**src/rtl/core/blms_ram.sv**
```systemverilog
// Generic single write port RAM with registered read.
`timescale 1ns / 1ps
module blms_ram #(
  parameter int Width = 8,
  parameter int Depth = 16
) (
  input  logic                                   clk_i,
  input  logic                                   we_i,
  input  logic [(Depth > 1 ? $clog2(Depth) : 1)-1:0] waddr_i,
  input  logic [Width-1:0]                       wdata_i,
  input  logic [(Depth > 1 ? $clog2(Depth) : 1)-1:0] raddr_i,
  output logic [Width-1:0]                       rdata_o
);
  logic [Width-1:0] mem_q [Depth];
  logic [Width-1:0] rdata_q;

  always_ff @(posedge clk_i) begin
    if (we_i) begin
      mem_q[waddr_i] <= wdata_i;
    end
    rdata_q <= mem_q[raddr_i];
  end

  assign rdata_o = rdata_q;
endmodule

```
**config.mk**
```make
export PLATFORM = sky130hd
export DESIGN_NAME = blms_ram
export DESIGN_NICKNAME = d
export VERILOG_FILES = /design/src/rtl/core/blms_ram.sv
export SDC_FILE = /design/constraint.sdc
export NUM_CORES = 1
export LEC_CHECK = 0
export ABC_AREA = 1
export BUFFER_PORTS_ARGS = -buffer_cell sky130_fd_sc_hd__buf_4
export CAP_MARGIN = 20
export CORE_ASPECT_RATIO = 1.25
export CORE_MARGIN = 3
export CORE_UTILIZATION = 45
export DETAILED_ROUTE_END_ITERATION = 16
export GPL_ROUTABILITY_DRIVEN = 0
export SETUP_SLACK_MARGIN = 0.4
export SYNTH_ARGS = -nofsm -noshare
export SYNTH_HDL_FRONTEND = slang
export SYNTH_SLANG_ARGS = --single-unit
```
**constraint.sdc**
```tcl
create_clock -name clk_i -period 1.4 [get_ports clk_i]
set_input_delay 0.42 -clock clk_i [delete_from_list [all_inputs] [get_ports clk_i]]
set_output_delay 0.42 -clock clk_i [all_outputs]
set_load 0.005 [all_outputs]
```
==> out/metrics.yaml <==
status:
  status: "completed"
setup_path:
  crit_fanout: 1
  worstSetupEndpointType: "output pin"
  r2r_slack_ns: 0.44
  cp-start-kind: "flop"
  critical_path_class: "flop to output pin"
  cp_slowest_cell: "dfxtp_2"
  required_ns: 0.98
  slowest_delay_ns: 0.35
  path_buf_inv: 1
  path_cells: "buf_6"
  r2r-end: "rdata_o[0]"
  worstPathArrival_ns: 0.86
  ff2ff_path_depth: 6
  r2r_start: "mem_q[3][0]"
  crit_family: "flip-flops"
die:
  die_w_um: 107
  die_area_sq_um: 14200
  ios: 26
  core.rowCount: 45
  die_y_um: 133
  coreArea_sq_um: 12300
  start_util_pct: 46.8
detailed_routing:
  drt_drc_violations_left: 0
  routed_wl_mm: 13.3
  wl_per_cell_um: 17.3
  drt_iter0_drc: 224
  drtAntennaViolNets: 0
  avgViaCountPerCell: 5.00
  vias: 3851
  dr.pass1.iters: 5
final_layout:
  stdcell_count: 770
  drive_above_1_share_pct: 23.6
  final_util_pct: 58.6
  n_antenna_cell: 0
  synthToLayoutAreaGrowth_pct: 25.4
  fin_nets: 611
sta:
  clock.fmax_mhz: 783
  whs_ns: 0.303
  period_minus_slack_ns: 1.28
  hold_violations: 0
  clock_skew_ns: 0.00689
  tns_ns: 0
  setup_viol: 0
  period_share_pct: 91.2
  rsz0062_at_grt: "yes"
  worstMarginPinSlew_ns: 0.334
  slew_headroom_pct: 77.7
  final_max_slew_viol_count: 0
global_route:
  overflow: 0
  antenna_found_initial: 0
  grt_pass1_vias: 3677
  grt_start_max_net_pins: 33
  grt_pass1_wl_mm: 19.8
  track_usage_pct: 19.3
logic_synthesis:
  synth.cells.most_frequent: "nand2_1 (173), edfxtp_1 (128), inv_1 (100), nand3_1 (97), nor2_1 (17)"
  synth_edf_count: 128
  netlist_area_sq_um: 5770
  ys_types: 12
  syn_nets: 569
  synthTopCellsByArea: "edfxtp_1 (67%), nand2_1 (11%), nand3_1 (8.4%)"
  synth_ff_type: "edfxtp_1"
  yosys.area.top_type: "edfxtp_1"
  yosys.cell_count.top_type: "nand2_1"
  async_flop_share_pct: 0
  ys_ff_latch: 136
  avgSynthCellArea_sq_um: 10.5
  synth_cells: 551
  yosysTopAreaCellShare_pct: 66.7
  ys_warn_count: 0
  ys_seq_area_share_pct: 69.4
clocking:
  cts_hold_buf: 0
  clk_latency_ns: 0.42
  clockRootBuffer: "clkbuf_16"
  cts_tree: "built"
  h-tree-depth: 4
  cts_sinks: 136
  cts_made_buffers: 17
  clkTransAtPathRegs_ns: 0.06
  clockBufferDepth: 2
place:
  dp_cells: 735
  dpl.hpwl_mm: 8.07
  port_buffers: 25
power:
  p_leak_uw: 0.00306
  p_total_uw: 9590
  peakVddDrop_mv: 0.676
  p_per_area_nw_per_um2: 1330
min_path:
  hold_start: "raddr_i[3]"
  whs_endpoint: "rdata_o[2]"
  hp-class: "input pin to flop"
  hold_path_depth: 3
flow_run:
  maxCapViolations: 0
-- power breakdown --
| part | leakage, uW | internal, uW | total (uW) | switching, uW |
|---|---|---|---|---|
| clock | 0.000280 | 2630 | 4270 | 1640 |
| sequential | 0.00122 | 4560 | 4590 | 33.7 |
| combinational | 0.00156 | 272 | 724 | 452 |
-- kinds of logic (layout without fill, tap and decap cells) --
group	after synthesis	count (layout)	share of synthesized area (%)
buf+inv	126	181	9.52
simple gates	289	289	21.0
flops	136	136	69.4
-- metrics by stage --
stage          area (sq um)  worst slack (ns)
2_1_floorplan          6030             0.106
3_3_place_gp           6400           -0.0663
3_5_place_dp           6400           -0.0693
4_1_cts                7010             0.109
5_1_grt                7230             0.106
6_report               7230             0.123
-- layout by cell type, fill, tap and decap left out, drive strengths merged --
master	Yosys	routed
buf	24	45
bufinv	0	1
clkbuf	0	23
clkinv	0	6
clkinvlp	0	3
dfxtp	8	8
edfxtp	128	128
inv	102	103
nand2	173	173
nand3	97	97
nand3b	2	2
nor2	17	17
-- registers in the layout, indices dropped and copies added, names as in the netlist --
name     count
rdata_o      8
mem_q      128
-- final cells by class --
type / instances / area, sq um
Inverter: 102 / 398
Clock buffer: 21 / 482
Multi-Input combinational cell: 289 / 1490
Sequential cell: 136 / 4010
Clock inverter: 11 / 95.1
Tap cell: 164 / 205
Timing Repair Buffer: 47 / 548
Fill cell: 1001 / 5100
-- metal layers --
metal / GRT usage [%] / share of wire (%) / vias to the layer above
li1: - / - / 1859
met1: 23.4 / 41 / 1848
met2: 33.5 / 52 / 114
met3: 3.42 / 4.1 / 30
met4: 8.39 / 2.8 / 0
met5: 0 / 0 / -
-- timing repair --
item | 4_1_cts | 5_1_grt
gates resized for setup | 13 | 33
setup endpoints to repair | 48 | 94
buffers inserted | 0 | 1
pin swaps | 2 | 10
gates cloned | 0 | 2
-- how the worst max path moves through the flow --
stage / from / endpoint / slack, ns / cells past startpoint
global route: rdata_o[0] / rdata_o[0] / 0.11 / 1
floorplan: waddr_i[2] / mem_q[10][0] / 0.11 / 2
finish: rdata_o[1] / rdata_o[1] / 0.12 / 1
CTS: rdata_o[1] / rdata_o[1] / 0.11 / 1
detailed placement: waddr_i[3] / mem_q[5][0] / -0.07 / 4
global placement: waddr_i[3] / mem_q[5][4] / -0.07 / 4
(Power assumes the default switching activity.)
